==> src/lcdint_pkg.sv <==
// ============================================================================
// lcdint_pkg: shared types and constants
// Holds the mode codes, timing lengths, vector constants and the structs
// passed between the LCD sequencer, the dispatcher and the top level.
// ============================================================================
package lcdint_pkg;

    localparam int unsigned CyclesW  = 6;
    localparam int unsigned AccumW   = 10;
    localparam int unsigned LineW    = 8;
    localparam int unsigned SrcN     = 5;
    localparam int unsigned VectorW  = 7;

    localparam logic [AccumW-1:0] LenOam    = 10'd80;
    localparam logic [AccumW-1:0] LenXfer   = 10'd172;
    localparam logic [AccumW-1:0] LenHblank = 10'd204;
    localparam logic [AccumW-1:0] LenLine   = 10'd456;
    localparam logic [AccumW-1:0] AccumMax  = 10'd1023;

    localparam logic [LineW-1:0]  VblankLine = 8'd144;
    localparam logic [LineW-1:0]  LastLine   = 8'd153;

    localparam logic [VectorW-1:0] VecBase = 7'h40;

    typedef enum logic [1:0] {
        MODE_HBLANK = 2'd0,
        MODE_VBLANK = 2'd1,
        MODE_OAM    = 2'd2,
        MODE_XFER   = 2'd3
    } lcd_mode_t;

    typedef struct packed {
        lcd_mode_t         mode;
        logic [AccumW-1:0] accum;
        logic [LineW-1:0]  line;
    } lcd_state_t;

    typedef struct packed {
        logic               valid;
        logic [VectorW-1:0] vector;
        logic [SrcN-1:0]    pending;
        logic               master;
    } disp_t;

endpackage

==> src/lcdint_sequencer.sv <==
// ============================================================================
// lcdint_sequencer: LCD mode sequencer, next-state logic
// Adds the elapsed cycles to the accumulator and makes at most one mode
// transition per word, flagging the entry into vblank.
// ============================================================================
module lcdint_sequencer (
    input  lcdint_pkg::lcd_state_t              cur,
    input  logic [lcdint_pkg::CyclesW-1:0]      cycles,
    output lcdint_pkg::lcd_state_t              nxt,
    output logic                                vblank_entry
);
    import lcdint_pkg::*;

    logic [AccumW:0]   sum;
    logic [AccumW-1:0] acc;
    logic [LineW-1:0]  line_inc;

    always_comb begin
        sum      = {1'b0, cur.accum} + {{(AccumW+1-CyclesW){1'b0}}, cycles};
        acc      = sum[AccumW] ? AccumMax : sum[AccumW-1:0];
        line_inc = cur.line + 8'd1;

        nxt          = cur;
        nxt.accum    = acc;
        vblank_entry = 1'b0;

        case (cur.mode)
            MODE_HBLANK: begin
                if (acc >= LenHblank) begin
                    nxt.line  = line_inc;
                    nxt.accum = acc - LenHblank;
                    if (line_inc == VblankLine) begin
                        nxt.mode     = MODE_VBLANK;
                        vblank_entry = 1'b1;
                    end else begin
                        nxt.mode = MODE_OAM;
                    end
                end
            end
            MODE_VBLANK: begin
                if (acc >= LenLine) begin
                    nxt.accum = acc - LenLine;
                    if (line_inc > LastLine) begin
                        nxt.line = '0;
                        nxt.mode = MODE_OAM;
                    end else begin
                        nxt.line = line_inc;
                    end
                end
            end
            MODE_OAM: begin
                if (acc >= LenOam) begin
                    nxt.mode  = MODE_XFER;
                    nxt.accum = acc - LenOam;
                end
            end
            default: begin
                if (acc >= LenXfer) begin
                    nxt.mode  = MODE_HBLANK;
                    nxt.accum = acc - LenXfer;
                end
            end
        endcase
    end

endmodule

==> src/lcdint_dispatch.sv <==
// ============================================================================
// lcdint_dispatch: vectored interrupt dispatcher
// Picks the lowest pending enabled source when the master enable is set,
// clears its flag and the master enable, and forms its handler vector.
// ============================================================================
module lcdint_dispatch (
    input  logic [lcdint_pkg::SrcN-1:0] pending,
    input  logic [lcdint_pkg::SrcN-1:0] enable,
    input  logic                        master,
    output lcdint_pkg::disp_t           result
);
    import lcdint_pkg::*;

    logic [SrcN-1:0] fire;
    logic [2:0]      src;

    always_comb begin
        fire = pending & enable;
        src  = 3'd0;
        // Scan from the top down so the lowest set bit wins.
        for (int k = SrcN - 1; k >= 0; k--) begin
            if (fire[k]) begin
                src = 3'(k);
            end
        end

        result.valid   = 1'b0;
        result.vector  = '0;
        result.pending = pending;
        result.master  = master;
        if (master && (fire != '0)) begin
            result.valid        = 1'b1;
            result.vector       = VecBase + {1'b0, src, 3'b000};
            result.pending[src] = 1'b0;
            result.master       = 1'b0;
        end
    end

endmodule

==> src/lcd_mode_timing_and_interrupt_dispatch.sv <==
// ============================================================================
// lcd_mode_timing_and_interrupt_dispatch: LCD timing with vectored interrupts
// Top level: input register, LCD sequencer and dispatcher logic, block state
// and the result register.
// ============================================================================
//
//  Channel   Ports                         Direction  Moves per word
//  -------   ----------------------------  ---------  ----------------------
//  input     s_valid / s_ready / s_*       in         one emulated CPU step
//  result    m_valid / m_ready / m_*       out        one status result
//  config    cfg_wr_en / cfg_wr_data       in         enable mask write
//
//  A word is captured in the input register at its accepting edge and its
//  result is loaded into the result register when the step fires, which
//  waits while the result register is full and m_ready is low.
//  A new word can be accepted every cycle while the result channel does not stall;
//  the mode, accumulator, line and interrupt state are updated in one step per word.
//  When the result register is full and m_ready is low, the input register
//  holds its word and s_ready drops once it is occupied.
//  aresetn is synchronous and active low; it clears all control and block
//  state, including the enable mask.
//
module lcd_mode_timing_and_interrupt_dispatch (
    input  logic                               aclk,
    input  logic                               aresetn,

    input  logic                               s_valid,
    output logic                               s_ready,
    input  logic [lcdint_pkg::CyclesW-1:0]     s_elapsed_cycles,
    input  logic [lcdint_pkg::SrcN-1:0]        s_request_bits,
    input  logic                               s_master_set,
    input  logic                               s_master_clear,

    input  logic                               cfg_wr_en,
    input  logic [lcdint_pkg::SrcN-1:0]        cfg_wr_data,

    output logic                               m_valid,
    input  logic                               m_ready,
    output logic [1:0]                         m_lcd_mode,
    output logic [lcdint_pkg::LineW-1:0]       m_current_line,
    output logic                               m_dispatch_valid,
    output logic [lcdint_pkg::VectorW-1:0]     m_dispatch_vector,
    output logic [lcdint_pkg::SrcN-1:0]        m_pending_now
);
    import lcdint_pkg::*;

    // Input register. The word sits here while its step is computed.
    logic               in_vld_reg;
    logic [CyclesW-1:0] in_cycles_reg;
    logic [SrcN-1:0]    in_req_reg;
    logic               in_set_reg;
    logic               in_clr_reg;

    // Block state; LCD, pending and master state update once per processed word.
    lcd_state_t         lcd_reg, lcd_next;
    logic [SrcN-1:0]    pending_reg;
    logic               master_reg;
    logic [SrcN-1:0]    enable_reg;

    // Result register.
    logic               out_vld_reg;
    logic [1:0]         out_mode_reg;
    logic [LineW-1:0]   out_line_reg;
    logic               out_dvalid_reg;
    logic [VectorW-1:0] out_vector_reg;
    logic [SrcN-1:0]    out_pending_reg;

    logic               advance;
    logic               vblank_entry;
    logic               master_pre;
    logic [SrcN-1:0]    pending_pre;
    disp_t              disp;

    // The step fires when a word is held and the result register can take it.
    assign advance = in_vld_reg && (!out_vld_reg || m_ready);
    assign s_ready = !in_vld_reg || advance;

    lcdint_sequencer u_seq (
        .cur          (lcd_reg),
        .cycles       (in_cycles_reg),
        .nxt          (lcd_next),
        .vblank_entry (vblank_entry)
    );

    // Master-enable events come first (clear, then set), then the new
    // requests and a possible vblank request join the pending flags.
    always_comb begin
        master_pre  = in_set_reg ? 1'b1 : (in_clr_reg ? 1'b0 : master_reg);
        pending_pre = pending_reg | in_req_reg;
        if (vblank_entry && enable_reg[0]) begin
            pending_pre[0] = 1'b1;
        end
    end

    lcdint_dispatch u_disp (
        .pending (pending_pre),
        .enable  (enable_reg),
        .master  (master_pre),
        .result  (disp)
    );

    always_ff @(posedge aclk) begin
        if (!aresetn) begin
            in_vld_reg  <= 1'b0;
            out_vld_reg <= 1'b0;
            lcd_reg     <= '{mode: MODE_HBLANK, accum: '0, line: '0};
            pending_reg <= '0;
            master_reg  <= 1'b0;
            enable_reg  <= '0;
        end else begin
            if (cfg_wr_en) begin
                enable_reg <= cfg_wr_data;
            end

            if (s_ready) begin
                in_vld_reg <= s_valid;
            end

            if (advance) begin
                lcd_reg     <= lcd_next;
                pending_reg <= disp.pending;
                master_reg  <= disp.master;
                out_vld_reg <= 1'b1;
            end else if (m_ready) begin
                out_vld_reg <= 1'b0;
            end
        end
    end

    // Payload registers carry no reset.
    always_ff @(posedge aclk) begin
        if (s_ready && s_valid) begin
            in_cycles_reg <= s_elapsed_cycles;
            in_req_reg    <= s_request_bits;
            in_set_reg    <= s_master_set;
            in_clr_reg    <= s_master_clear;
        end
        if (advance) begin
            out_mode_reg    <= lcd_next.mode;
            out_line_reg    <= lcd_next.line;
            out_dvalid_reg  <= disp.valid;
            out_vector_reg  <= disp.vector;
            out_pending_reg <= disp.pending;
        end
    end

    assign m_valid           = out_vld_reg;
    assign m_lcd_mode        = out_mode_reg;
    assign m_current_line    = out_line_reg;
    assign m_dispatch_valid  = out_dvalid_reg;
    assign m_dispatch_vector = out_vector_reg;
    assign m_pending_now     = out_pending_reg;

endmodule
==> config.mk <==
export PLATFORM = sky130hd
export DESIGN_NAME = lcd_mode_timing_and_interrupt_dispatch
export DESIGN_NICKNAME = d
export VERILOG_FILES = /design/src/lcdint_pkg.sv /design/src/lcdint_sequencer.sv /design/src/lcdint_dispatch.sv /design/src/lcd_mode_timing_and_interrupt_dispatch.sv
export SDC_FILE = /design/constraint.sdc
export NUM_CORES = 1
export LEC_CHECK = 0
export BUFFER_PORTS_ARGS = -buffer_cell sky130_fd_sc_hd__buf_2
export CAP_MARGIN = 20
export CORE_ASPECT_RATIO = 1.25
export CORE_UTILIZATION = 45
export DETAILED_ROUTE_END_ITERATION = 7
export PLACE_DENSITY_LB_ADDON = 0.15
export SLEW_MARGIN = 0
export SYNTH_ARGS = -nofsm -noshare
export SYNTH_HDL_FRONTEND = slang
export SYNTH_SLANG_ARGS = --single-unit
export TNS_END_PERCENT = 100
==> constraint.sdc <==
create_clock -name aclk -period 12.4 [get_ports aclk]
set_input_delay 0.62 -clock aclk [delete_from_list [all_inputs] [get_ports aclk]]
set_output_delay 0.62 -clock aclk [all_outputs]
set_load 0.005 [all_outputs]
* Word level (Yosys, flattened, before mapping)
Cells that the tools add are included.
** Word-level totals
- Bits in read-only memories :: 0
- Input bits :: 23
- Latch bits :: 0
- Memories :: 0
- Bits in registers :: 69
- Bits in writable memories :: 0
- Output and inout port bits :: 25
** Operators by class
- Reduce and logical (&&, ||, !) cells :: 12
- $add $sub $neg :: 7
- Shift-type cells :: 0
- $lt $le $gt $ge :: 7
- Equal/unequal tests :: 3
- Divide/modulo/power cells :: 0
- Mux-type cells :: 26
- Bitwise gates (word level) :: 4
- $mul :: 0
** Operator list (number)
- 20-bit two-way mux :: 2
- 12-bit case mux with 3 select lines :: 1
- 12-bit two-way mux :: 2
- 10-bit by 8-bit greater-or-equal comparator with 1-bit output (second input constant) :: 2
- 10-bit by 8-bit subtractor with 10-bit output (second input constant) :: 2
- 8-bit case mux with 2 select lines :: 1
- 3-bit two-way mux :: 5
- 14-bit two-way mux :: 1
- 10-bit by 6-bit adder with 11-bit output :: 1
- 5-bit AND :: 2
- 10-bit by 7-bit greater-or-equal comparator with 1-bit output (second input constant) :: 1
- 10-bit by 9-bit greater-or-equal comparator with 1-bit output (second input constant) :: 1
- 10-bit two-way mux :: 1
- 10-bit by 7-bit subtractor with 10-bit output (second input constant) :: 1
- 10-bit by 9-bit subtractor with 10-bit output (second input constant) :: 1
- 1-bit two-way mux :: 9
- 8-bit by 1-bit adder with 8-bit output (second input constant) :: 1
- 8-bit equality test (second input constant) :: 1
- 8-bit > comparator (second input constant) :: 1
- 8-bit two-way mux :: 1
- 7-bit by 6-bit adder with 7-bit output (first input constant) :: 1
- 1-bit logical AND :: 5
- 5-bit NOT :: 1
- 5-bit bitwise OR :: 1
- 11 further kinds :: 14

* Longest topological paths before layout
Gate-level depths: netlist of run 1.
- Depth after elaboration :: 20
- Gate-level depth with buffers :: 18
- Depth with buffers taken out :: 16

* Cells and area by module
From an unflattened synthesis of run 1, not the netlist that was laid out.
** Unflattened totals
- Cells, all modules :: 489
- Area total of the unflattened synthesis :: 4524.3 µm²
** Modules (own cells, without submodules)
- lcd_mode_timing_and_interrupt_dispatch :: sequential area each 1741.7 µm², area an instance 2446.1 µm², cells an instance 182, times used 1
- lcdint_sequencer :: sequential area each 0.0 µm², area an instance 1895.6 µm², cells an instance 279, times used 1
- lcdint_dispatch :: sequential area each 0.0 µm², area an instance 182.7 µm², cells an instance 28, times used 1

* Worst setup path after synthesis of run 1
Ideal clock, no wire load.
- Path kind :: reg-to-reg
- Start :: register in_cycles_reg[0]
- End :: register out_line_reg[2], in the netlist m_current_line[2], data pin
- Buffers on the path :: 0
- Setup slack :: 8.352 ns
- Arrival :: 3.788 ns
- Stages on the path, launching flop included :: 16
- Data required time :: 12.140 ns
- Period minus slack after synthesis :: 4.048 ns
- Cell sequence :: edfxtp_1 -> ha_1 -> inv_1 -> fa_1 -> and2b_1 -> o22ai_1 -> o21bai_1 -> a211oi_1 -> ha_1 -> nand2_1 -> a211o_1 -> o211ai_4 -> nor2_2 -> a211oi_2 -> o21ai_0 -> mux2_2
** RTL lines
- start, declared :: line lcd_mode_timing_and_interrupt_dispatch.sv:49 : logic [CyclesW-1:0] in_cycles_reg;
- start signal, assigned :: line lcd_mode_timing_and_interrupt_dispatch.sv:133 : in_cycles_reg <= s_elapsed_cycles;
- end signal, assigned :: line lcd_mode_timing_and_interrupt_dispatch.sv:140 : out_line_reg <= lcd_next.line;
- end, declared :: line lcd_mode_timing_and_interrupt_dispatch.sv:63 : logic [LineW-1:0] out_line_reg;

==> summary.txt, run 1 <==
STA
  • Tcrit/Tclk final: 37.2%
  • Worst-Margin Slew: 0.824 ns
  • RSZ-0062 raised after global routing: false
  • Fin Hold WS: between 0.4 and 0.5 ns
  • Worst rel slew slack: between 40% and 50%
  • Setup TNS: 0 ns
  • Slew Limit Fails: 0
  • Setup violations, final: 0
  • Clk_skew: between 0.007 and 0.008 ns
  • Final Hold Fails: 0
  • Fmax: 217 MHz
  • Tmin final: 4.61 ns

Floorplan
  • Ports: 48
  • Die area: 0.0101 mm²
  • Chip Height: 112 µm
  • Core area: 0.00927 mm²
  • # rows: 39
  • Initial Util: 47.1%
  • Die width: 90.1 µm

Global route
  • Largest net degree at the start of global routing: 25
  • Initial antenna violation count: 0
  • Met2 Resource Use GR: 36.7%
  • M3 GR Usage: 3.66%
  • GRT Residual Overflow: 0
  • Number of global-route vias before repair: 3634
  • Met1 Use GR: 29.1%
  • Busiest grt layer: met2
  • Gr usage total: between 20% and 30%
  • First-pass GRT wire length: 18300 µm

Synthesis
  • Post-synthesis sequential area ratio: 37.8%
  • Synth Area in Compound Gates: around 27%
  • Post-synthesis mux area share: 2.66%
  • Post-synth EDFFs: 33
  • Yosys warnings: 0
  • XOR/XNOR share of the synthesized area: under 10%
  • Syn Area/Cell: 8.79 µm²
  • Synth async-reset ratio: 0%
  • Seq cells post-synth: 66
  • Syn Inst Count: slightly below 500
  • Adder-cell share of the synthesized area: 5.33%
  • Largest family of logic cells by synthesized area: compound AO/OA/AOI/OAI gates
  • Ys flop type: edfxtp_1
  • Mapped Area: 0.00437 mm²
  • Netlist cell types: a little under 80
  • Synth Area in Simple Gates: 19.7%

Placed design
  • Placed Cells incl. Taps: 640
  • Dpl hpwl: a little over 8000 µm
  • Port bufs: between 40 and 50
  • Routability congestion estimate: 0.921

Power
  • Clock share of power: between 30% and 40%
  • Switching Share: between 30% and 40%
  • Net Sw Power: 249 µW
  • Total chip power: 724 µW
  • Combinational fraction of design power: 29.0%
  • Register share of total power: 35.1%
  • Pwr per Cell Area: 147 mW/mm²
  • Cell Int Power: around 480 µW
  • Worst vdd rail ir drop: 0.0000757 V
  • LEAKAGE: roughly 0.0019 µW

Detailed routing
  • Vias per inst: 5.93
  • DRT Pass-1 Iters: 4
  • WL final: 11500 µm
  • DR WL/cell: 17.5 µm
  • DRC violations left: 0
  • DR iter-0 viols: 341
  • DR vias: 3888
  • Post-route ant nets: 0

Critical path
  • CP arrival: 4.69 ns
  • Crit Path Category: reg -> reg
  • Reg2Reg Launch Point: lcd_reg[8]$_SDFFE_PN0P_
  • Critical path origin: lcd_reg[8]$_SDFFE_PN0P_
  • Critical Path End Type: flop
  • Reg2Reg Depth: 15
  • CP max FO: 8
  • Worst Path Required: 12.48 ns
  • Crit start category: flop

Layout
  • Register area: 0.00165 mm²
  • Multi-input logic area: 0.00249 mm²
  • Nets: 569
  • Area Growth Syn to Fin: 13.1%
  • FILL cells: ~860
  • Layout cell share with drive strength beyond 1: approximately 17%
  • Most common cell after layout, fill and taps aside: nor2_1
  • Antenna cells: 0
  • Most frequent cells in the layout: nor2_1 (49), buf_2 (44), a21oi_1 (40)
  • Fin cells: around 660
  • Max reg flops: 20

Clocking
  • H-tree levels: 3
  • Num CTS Buffers: 9
  • Worst skew pair latency: 0.33 ns
  • CTS Hold Bufs: 0
  • TritonCTS clock tree: yes
  • CTS Root Cell: clkbuf_16
  • Cts repair resizes: 0
  • Post-CTS Setup Repair Bufs: 0
  • Reg clk slew, reported paths: ~0.060 ns
  • Maximum clock path buffer count: 2
  • CTS Sinks: 66

Hold path
  • Hold Crit Class: in -> reg
  • Worst Hold Path Cells: 1
  • Origin of the worst min-delay path: s_request_bits[3]

Run status
  • Status: complete, no violations

Job
  • Max_cap viols: 0
## critical path, stage by stage (launching register included)
cell	delay (ns)
dfxtp_1	0.33
ha_1	0.21
inv_1	0.07
fa_1	0.39
and2b_1	0.28
o22ai_1	0.14
o21bai_1	0.18
a211oi_1	0.71
ha_1	0.33
nand2_1	0.09
a211o_1	0.35
o211ai_4	0.28
nor2_2	0.07
a211oi_2	0.50
o21ai_0	0.16
mux2_2	0.28
## layer usage
layer / part of all wire (%) / vias up
met1: 44 / 1832
li1: - / 1911
met3: 4.4 / 31
met5: 0 / -
met4: 3.7 / 0
met2: 47 / 114
## path summary, 6_finish.rpt
path | end | slack (ns)
max | m_current_line[2]$_DFFE_PP_ | 7.79
min | in_req_reg[3]$_DFFE_PP_ | 0.46
max reg2reg | m_current_line[2]$_DFFE_PP_ | 7.79
min reg2reg | master_reg$_SDFFE_PN0P_ | 0.46
## power by group through the flow
stage / Combinational (µW) / Sequential [µW] / Clock [µW]
global placement: 203 / 258 / 0
CTS: 206 / 254 / 264
global route: 230 / 256 / 274
detailed placement: 204 / 258 / 0
finish: 210 / 254 / 260
floorplan: 160 / 255 / 0
## kinds of logic (layout without fill, tap and decap cells)
logic type / Yosys count / in the layout
buf+inv: 53 / 87
simple gates: 171 / 171
compound gates: 166 / 166
mux: 11 / 11
flops: 66 / 66
fa+ha+maj: 18 / 18
xor+xnor: 11 / 11
other cells: 1 / 3
## cells in the mapped netlist, drive strengths merged (13+ instances only)
cell type,number,area [µm²]
nor2,51,201
a21oi,42,218
nand2,37,141
o21ai,36,191
dfxtp,33,661
edfxtp,33,991
inv,22,82.6
clkbuf,17,63.8
ha,17,213
nand3,17,100
buf,13,77.6
nor3,13,65.1
## metrics by stage
stage / setup slack [ns] / area [µm²] / utilization (%)
after floorplan: 8.35 / 4370 / -
after global placement: 7.93 / 4640 / 50.0
after detailed placement: 7.81 / 4640 / 50.0
after CTS: 7.80 / 4940 / 53.3
after global routing: 7.46 / 4940 / 53.3
final: 7.79 / 4940 / 53.3
## layout make-up
type	count	area share [%]
multi-input combinational	380	50.5
sequential	66	33.4
timing repair buffer	48	5.07
clock buffer	9	4.56
tap	123	3.12
inverter	23	1.75
clock inverter	7	1.55
Power figures use the tool's default switching activity.
==> inputs of run 2 (changes only) <==
Settings changed: ABC_AREA set to 1.
Clock period 12.4 ns to 4.2 ns, I/O delays scaled along.
==> run 2 against run 1 <==
  * Non-clock buffer count down 2
  * Sequential share of layout area down 1.5 points
  * Setup slack worse by 7.2 ns
  * Combinational power rose to 2.6 times the previous value
  * Wire length down 2.2%
  * Cell count up 20%
  * Synthesized cell count up 23%
  * Clock-buffer cell count up 1
  * Cell area up 4.8%
  * First-iteration DRC count down 30%
  * Critical endpoint is now m_pending_now[3]$_DFFE_PP_
  * Largest cell class unchanged
  * Largest power group unchanged
==> summary.txt, run 2 <==
Clocking
  • CTS Root Cell: clkbuf_16 (unchanged)
  • TritonCTS clock tree: yes (unchanged)
  • Post-CTS Setup Repair Bufs: 0 (unchanged)
  • Maximum clock path buffer count: 2 (unchanged)
  • H-tree levels: 3 (unchanged)
  • Num CTS Buffers: 9 (unchanged)
  • Cts repair resizes: 0 (unchanged)
  • CTS Hold Bufs: 0 (unchanged)
  • Reg clk slew, reported paths: 0.06 ns (about the same)
  • CTS Sinks: 66 (unchanged)
  • Worst skew pair latency: 0.33 ns (about the same)

Placed design
  • Dpl cell area: 0.00485 mm² (was 0.00464 mm²)
  • Port bufs: 44 (unchanged)
  • Dpl hpwl: 8200 µm (was 8270 µm)
  • Routability congestion estimate: 0.937 (was 0.921)
  • Placed Cells incl. Taps: 768 (was 640)

Layout
  • Most common cell after layout, fill and taps aside: nand2_1 (was nor2_1)
  • Max reg flops: 20 (unchanged)
  • Nets: 694 (was 569)
  • Antenna cells: 0 (unchanged)
  • Layout cell share with drive strength beyond 1: 16.9% (was 17.1%)
  • Design area: 0.00517 mm² (was 0.00494 mm²)
  • Most frequent cells in the layout: nand2_1 (140), inv_1 (83), nor2_1 (57), nand3_1 (57), buf_2 (44) (was nor2_1 (49), buf_2 (44), a21oi_1 (40))
  • Fin cells: 784 (was 656)
  • Area Growth Syn to Fin: 14.0% (was 13.1%)

Synthesis
  • Seq cells post-synth: 66 (unchanged)
  • Post-synth EDFFs: 33 (unchanged)
  • Syn Inst Count: 612 (was 497)
  • Post-synthesis sequential area ratio: 36.4% (was 37.8%)
  • Synth area leaders: edfxtp_1 (22%), dfxtp_1 (15%), nand2_1 (12%), inv_1 (6.9%), nand3_1 (6.3%) (was edfxtp_1 (23%), dfxtp_1 (15%), ha_1 (4.9%), a21oi_1 (4.6%), nor2_1 (4.2%))
  • Leading area contributor after synthesis: edfxtp_1 (unchanged)
  • Synth async-reset ratio: 0% (unchanged)
  • Syn Area/Cell: 7.42 µm² (was 8.79 µm²)
  • Top cell type's share of synthesized area: 21.8% (was 22.7%)
  • Mapped Area: 0.00454 mm² (was 0.00437 mm²)
  • Yosys warnings: 0 (unchanged)
  • Netlist cell types: 49 (was 78)
  • Ys flop type: edfxtp_1 (unchanged)
  • List of most frequent post-synthesis cells: nand2_1 (140), inv_1 (84), nand3_1 (57), nor2_1 (57) (was nor2_1 (49), a21oi_1 (40), nand2_1 (36))
  • Most numerous cell in the Yosys netlist: nand2_1 (was nor2_1)

Detailed routing
  • DR WL/cell: 14.3 µm (was 17.5 µm)
  • DR vias: 4201 (was 3888)
  • Post-route ant nets: 0 (unchanged)
  • WL final: 11200 µm (was 11500 µm)
  • Vias per inst: 5.36 (was 5.93)
  • DR iter-0 viols: 239 (was 341)
  • DRT Pass-1 Iters: 5 (was 4)
  • DRC violations left: 0 (unchanged)

Critical path
  • CP max FO: 24 (was 8)
  • CP arrival: 3.65 ns (was 4.69 ns)
  • Critical Path End Type: flop (unchanged)
  • Worst Path Required: 4.29 ns (was 12.48 ns)
  • Crit Path Category: reg -> reg (unchanged)
  • Crit start category: flop (unchanged)

STA
  • Final Hold Fails: 0 (unchanged)
  • Tmin final: 3.56 ns (was 4.61 ns)
  • RSZ-0062 raised after global routing: false (unchanged)
  • Clk_skew: 0.00728 ns (was 0.00709 ns)
  • Setup TNS: 0 ns (unchanged)
  • Fmax: 281 MHz (was 217 MHz)
  • Worst rel slew slack: 52.5% (was 44.7%)
  • Setup violations, final: 0 (unchanged)
  • Tcrit/Tclk final: 84.8% (was 37.2%)
  • Worst-Margin Slew: 0.711 ns (was 0.824 ns)
  • Slew Limit Fails: 0 (unchanged)

Global route
  • Number of global-route vias before repair: 3947 (was 3634)
  • Largest net degree at the start of global routing: 39 (was 25)
  • First-pass GRT wire length: 18700 µm (was 18300 µm)
  • Gr usage total: 22.8% (was 22.9%)
  • GRT Residual Overflow: 0 (unchanged)
  • Initial antenna violation count: 0 (unchanged)

Power
  • LEAKAGE: 0.00247 µW (was 0.00190 µW)
  • Clock share of power: 38.8% (was 35.9%)
  • Combinational fraction of design power: 25.4% (was 29.0%)
  • Net Sw Power: 684 µW (was 249 µW)
  • Cell Int Power: 1450 µW (was 475 µW)
  • Register share of total power: 35.8% (was 35.1%)
  • Pwr per Cell Area: 412 mW/mm² (was 147 mW/mm²)
  • Switching Share: 32.0% (was 34.4%)
  • Worst vdd rail ir drop: 0.000319 V (was 0.0000757 V)

Floorplan
  • Die area: 0.0105 mm² (was 0.0101 mm²)
  • # rows: 40 (was 39)
  • Initial Util: 46.8% (was 47.1%)
  • Core area: 0.00971 mm² (was 0.00927 mm²)
  • Die width: 91.8 µm (was 90.1 µm)
  • Ports: 48 (unchanged)
  • Chip Height: 114 µm (was 112 µm)

Hold path
  • Hold Crit Class: in -> reg (unchanged)

Run status
  • Status: complete, no violations (unchanged)

Job
  • Max_cap viols: 0 (unchanged)
==> run 2: cell count changes in the layout (fill, tap and decap cells not counted), moves of 9 or more <==
cell	previous run	this run
o211ai_1	3	17
nand2_1	36	140
a21oi_1	40	31
nand4_1	3	16
inv_1	22	83
inv_2	0	10
nand3_1	14	57
mux2i_1	9	0
nor3_1	13	2
==> run 2: area by class of cell <==
class	instances	area, µm²
Clock buffer	10	239
Multi-Input combinational cell	436	2450
Sequential cell	66	1650
Inverter	94	355
Clock inverter	6	87.6
Timing Repair Buffer	46	235
Tap cell	126	158
Fill cell	956	4530
==> run 2: power by group through the flow <==
stage	Combinational [µW]	Sequential, µW	Clock, µW
floorplan	414	769	0
global placement	533	777	0
detailed placement	537	778	0
CTS	540	764	840
global route	612	770	867
finish	542	764	827
==> run 2: cell families after synthesis <==
family	count (synthesis)	synth area share (%)
AO/OA/AOI/OAI	91	12.2
XOR/XNOR	14	2.70
adder cells (fa/ha/maj)	18	5.13
buffers and inverters	112	9.86
flip-flops	66	36.4
other	1	0.0826
AND/OR/NAND/NOR	310	33.7
==> run 2: final timing paths <==
check / start / cells past startpoint / to / slack, ns
min: s_request_bits[3] / 1 / in_req_reg[3]$_DFFE_PP_ / 0.05
max reg2reg: in_cycles_reg[0]$_DFFE_PP_ / 24 / m_pending_now[3]$_DFFE_PP_ / 0.64
max: in_cycles_reg[0]$_DFFE_PP_ / 24 / m_pending_now[3]$_DFFE_PP_ / 0.64
min reg2reg: master_reg$_SDFFE_PN0P_ / 2 / master_reg$_SDFFE_PN0P_ / 0.48
==> run 2: worst max-delay path, cell delays in order (launching register included) <==
cell and delay, ns:
edfxtp_1 0.33, ha_1 0.19, inv_1 0.07, fa_1 0.40, inv_1 0.07, nand2_1 0.05
nand2_1 0.11, nand3_2 0.10, nand2_4 0.11, nand2_8 0.10, nand3_4 0.13, inv_2 0.09
ha_1 0.20, inv_1 0.14, a21oi_1 0.06, inv_1 0.11, nand3_4 0.10, nand2_4 0.24
nand4_2 0.12, nand2_2 0.11, nand2_2 0.09, nand3_2 0.10, nand2_4 0.07, o21ai_1 0.17
inv_1 0.06
==> run 2: through the flow <==
| step | hold slack (ns) | utilization [%] | worst slack [ns] | total power (µW) |
|---|---|---|---|---|
| after floorplan | 0.309 | - | 1.15 | 1180 |
| after CTS | 0.0440 | 53.3 | 0.628 | 2140 |
| after detailed placement | 0.388 | 49.9 | 0.662 | 1310 |
| after global routing | 0.0401 | 53.3 | 0.255 | 2250 |
| final | 0.0522 | 53.3 | 0.638 | 2130 |
| after global placement | 0.387 | 49.9 | 0.772 | 1310 |
==> run 2: routing by layer <==
metal / wire (µm) / up-vias / track usage, %
li1: - / 2099 / -
met2: 5520 / 134 / 38.9
met3: 509 / 33 / 4.58
met4: 435 / 0 / 12.2
met1: 4740 / 1935 / 27.0
met5: 0 / - / 0
==> inputs of run 3 (changes only) <==
Clock period 4.2 ns to 3.4 ns, I/O delays scaled along.
==> run 3 against run 2 <==
  * First-iteration DRC count rose by 24%
  * Utilization rose by 1.8 points
  * Cell count rose by 1.7%
  * Via count fell by 0.83%
  * Setup slack got worse by 0.40 ns
  * Register-to-register slack got worse by 0.40 ns
  * Hold slack got worse by 0.037 ns
  * Die area did not move
  * Wire length rose by 1.6%
  * Sequential share of layout area fell by 1.0 points
  * Critical path type unchanged
  * Critical endpoint is now m_pending_now[2]$_DFFE_PP_
  * Highest routed layer unchanged
==> summary.txt, run 3 (same netlist as run 2, synthesis figures left out) <==
Clocking
  • Worst skew pair latency: 0.33 ns (about the same)
  • Reg clk slew, reported paths: 0.06 ns (about the same)
  • CTS Hold Bufs: 0 (unchanged)
  • Num CTS Buffers: 9 (unchanged)
  • CTS Sinks: 66 (unchanged)
  • TritonCTS clock tree: yes (unchanged)
  • H-tree levels: 3 (unchanged)
  • CTS Root Cell: clkbuf_16 (unchanged)
  • Maximum clock path buffer count: 2 (unchanged)

Detailed routing
  • DR vias: 4166 (was 4201)
  • DRT Pass-1 Iters: 5 (unchanged)
  • DRC violations left: 0 (unchanged)
  • DR iter-0 viols: 296 (was 239)
  • Vias per inst: 5.23 (was 5.36)
  • WL final: 11400 µm (was 11200 µm)
  • Post-route ant nets: 0 (unchanged)
  • DR WL/cell: 14.3 µm (about the same)

Critical path
  • Worst Path Buf+Inv: 6 (unchanged)
  • CP cell instances: ha_2 -> inv_1 -> fa_2 -> inv_1 -> nand2_1 -> nand2_2 -> nand3_2 -> nand2_4 -> nand2_8 -> nand3_4 -> inv_2 -> ha_1 -> inv_2 -> a21oi_1 -> inv_1 -> nand3_4 -> nand2_8 -> nand4_2 -> nand2_2 -> nand2_4 -> nand3_4 -> nand2_4 -> o21ai_2 -> inv_1 (was ha_1 -> inv_1 -> fa_1 -> inv_1 -> nand2_1 -> nand2_1 -> nand3_2 -> nand2_4 -> nand2_8 -> nand3_4 -> inv_2 -> ha_1 -> inv_1 -> a21oi_1 -> inv_1 -> nand3_4 -> nand2_4 -> nand4_2 -> nand2_2 -> nand2_2 -> nand3_2 -> nand2_4 -> o21ai_1 -> inv_1)
  • Worst Path Required: 3.49 ns (was 4.29 ns)
  • Reg2Reg Launch Point: in_cycles_reg[0]$_DFFE_PP_ (unchanged)
  • Slowest-stage cell, CP: fa_2 (was fa_1)
  • Most used cell along the critical path: inv_1 (unchanged)
  • Critical Path End Type: flop (unchanged)
  • CP peak stage delay: 0.35 ns (was 0.40 ns)
  • Reg2Reg Depth: 24 (unchanged)
  • CP arrival: 3.25 ns (was 3.65 ns)
  • CP max FO: 9 (was 24)
  • R2R setup slack: 0.24 ns (was 0.64 ns)
  • FF-to-FF End: m_pending_now[2]$_DFFE_PP_ (was m_pending_now[3]$_DFFE_PP_)
  • Delay-heaviest family, CP: simple AND/OR/NAND/NOR gates (unchanged)
  • Crit start category: flop (unchanged)
  • Crit Path Category: reg -> reg (unchanged)

STA
  • Slew Limit Fails: 0 (unchanged)
  • Worst rel slew slack: 58.7% (was 52.5%)
  • Tmin final: 3.16 ns (was 3.56 ns)
  • Fin Hold WS: 0.0151 ns (was 0.0522 ns)
  • Fmax: 316 MHz (was 281 MHz)
  • Setup violations, final: 0 (unchanged)
  • Clk_skew: 0.00710 ns (was 0.00728 ns)
  • Worst-Margin Slew: 0.618 ns (was 0.711 ns)
  • Final Hold Fails: 0 (unchanged)
  • Tcrit/Tclk final: 93.1% (was 84.8%)

Power
  • LEAKAGE: 0.00254 µW (was 0.00247 µW)
  • Clock share of power: 39.0% (was 38.8%)
  • Register share of total power: 34.4% (was 35.8%)
  • Switching Share: 31.5% (was 32.0%)
  • Cell Int Power: 1880 µW (was 1450 µW)
  • Net Sw Power: 864 µW (was 684 µW)
  • Combinational fraction of design power: 26.7% (was 25.4%)
  • Pwr per Cell Area: 514 mW/mm² (was 412 mW/mm²)
  • Worst vdd rail ir drop: 0.000371 V (was 0.000319 V)

Layout
  • Layout cell share with drive strength beyond 1: 20.3% (was 16.9%)
  • Most common cell after layout, fill and taps aside: nand2_1 (unchanged)
  • Nets: 707 (was 694)
  • Antenna cells: 0 (unchanged)
  • Area Growth Syn to Fin: 17.8% (was 14.0%)
  • Fin util: 55.1% (was 53.3%)
  • Design area: 0.00535 mm² (was 0.00517 mm²)
  • Most frequent cells in the layout: nand2_1 (139), inv_1 (82), nand3_1 (57) (was nand2_1 (140), inv_1 (83), nor2_1 (57), nand3_1 (57), buf_2 (44))
  • Max reg flops: 20 (unchanged)
  • Fin cells: 797 (was 784)

Global route
  • Initial antenna violation count: 0 (unchanged)
  • First-pass GRT wire length: 18600 µm (was 18700 µm)
  • Number of global-route vias before repair: 4009 (was 3947)
  • Largest net degree at the start of global routing: 31 (was 39)
  • Gr usage total: 22.6% (was 22.8%)
  • GRT Residual Overflow: 0 (unchanged)

Placed design
  • Dpl hpwl: 8310 µm (was 8200 µm)
  • Dpl cell area: 0.00490 mm² (was 0.00485 mm²)
  • Placed Cells incl. Taps: 775 (was 768)
  • Port bufs: 44 (unchanged)
  • Routability congestion estimate: 0.923 (was 0.937)

Floorplan
  • Die area: 0.0105 mm² (unchanged)
  • Initial Util: 46.8% (unchanged)
  • Ports: 48 (unchanged)
  • Chip Height: 114 µm (unchanged)
  • Core area: 0.00971 mm² (unchanged)
  • # rows: 40 (unchanged)
  • Die width: 91.8 µm (unchanged)

Run status
  • Status: complete, no violations (unchanged)

Hold path
  • WHS Endpoint: in_req_reg[2]$_DFFE_PP_ (was in_req_reg[3]$_DFFE_PP_)
  • Worst Hold Path Cells: 1 (unchanged)
  • Hold Crit Class: in -> reg (unchanged)
  • Origin of the worst min-delay path: s_request_bits[2] (was s_request_bits[3])

Job
  • Max_cap viols: 0 (unchanged)
run 3: repair_timing:
action,in CTS,in global routing
buffers inserted,0,6
endpoints found under the setup margin,0,44
resized for setup,0,17
run 3: final cells by class:
class,count,area (µm²)
Timing Repair Buffer,59,333
Multi-Input combinational cell,436,2510
Inverter,94,358
Sequential cell,66,1650
Tap cell,126,158
Clock inverter,7,116
Clock buffer,9,225
Fill cell,949,4360
run 3: worst max path at each step:
stage                                 end  cells after the start  slack, ns                  startpoint
2_1_floorplan  m_pending_now[2]$_DFFE_PP_                     24       0.35  in_cycles_reg[0]$_DFFE_PP_
3_3_place_gp     lcd_reg[10]$_SDFFE_PN0P_                     22       0.10  in_cycles_reg[0]$_DFFE_PP_
3_5_place_dp   m_pending_now[2]$_DFFE_PP_                     24       0.01  in_cycles_reg[0]$_DFFE_PP_
4_1_cts        m_pending_now[2]$_DFFE_PP_                     24      0.001  in_cycles_reg[0]$_DFFE_PP_
5_1_grt          lcd_reg[10]$_SDFFE_PN0P_                     19      -0.04  in_cycles_reg[4]$_DFFE_PP_
6_report       m_pending_now[2]$_DFFE_PP_                     24       0.24  in_cycles_reg[0]$_DFFE_PP_
run 3: per-layer routing:
layer / part of all wire, % / track usage (%) / up-vias
met5: 0 / 0 / -
met1: 42 / 26.7 / 1907
met3: 3.5 / 2.92 / 26
met4: 2.5 / 10.0 / 0
li1: - / - / 2123
met2: 52 / 40.6 / 110
run 3: worst reg2reg max path: stages, from the launching register on:
cell	delay, ns
edfxtp_1	0.33
ha_2	0.18
inv_1	0.05
fa_2	0.35
inv_1	0.06
nand2_1	0.05
nand2_2	0.08
nand3_2	0.08
nand2_4	0.12
nand2_8	0.10
nand3_4	0.08
inv_2	0.07
ha_1	0.21
inv_2	0.10
a21oi_1	0.05
inv_1	0.12
nand3_4	0.12
nand2_8	0.11
nand4_2	0.08
nand2_2	0.13
nand2_4	0.09
nand3_4	0.08
nand2_4	0.08
o21ai_2	0.14
inv_1	0.05
run 3: stage by stage:
step                      TNS [ns]  worst slack, ns  total power (µW)
after detailed placement         0           0.0111              1650
final                            0            0.236              2750
after floorplan                  0            0.351              1460
after CTS                        0         0.000968              2720
after global routing       -0.0695          -0.0375              2890
after global placement           0            0.103              1640
run 3: power groups by stage:
| stage | Sequential (µW) | Clock, µW | Combinational, µW |
|---|---|---|---|
| after global routing | 952 | 1120 | 818 |
| after detailed placement | 960 | 0 | 687 |
| after CTS | 944 | 1090 | 690 |
| final | 944 | 1070 | 732 |
| after floorplan | 949 | 0 | 511 |
| after global placement | 958 | 0 | 682 |
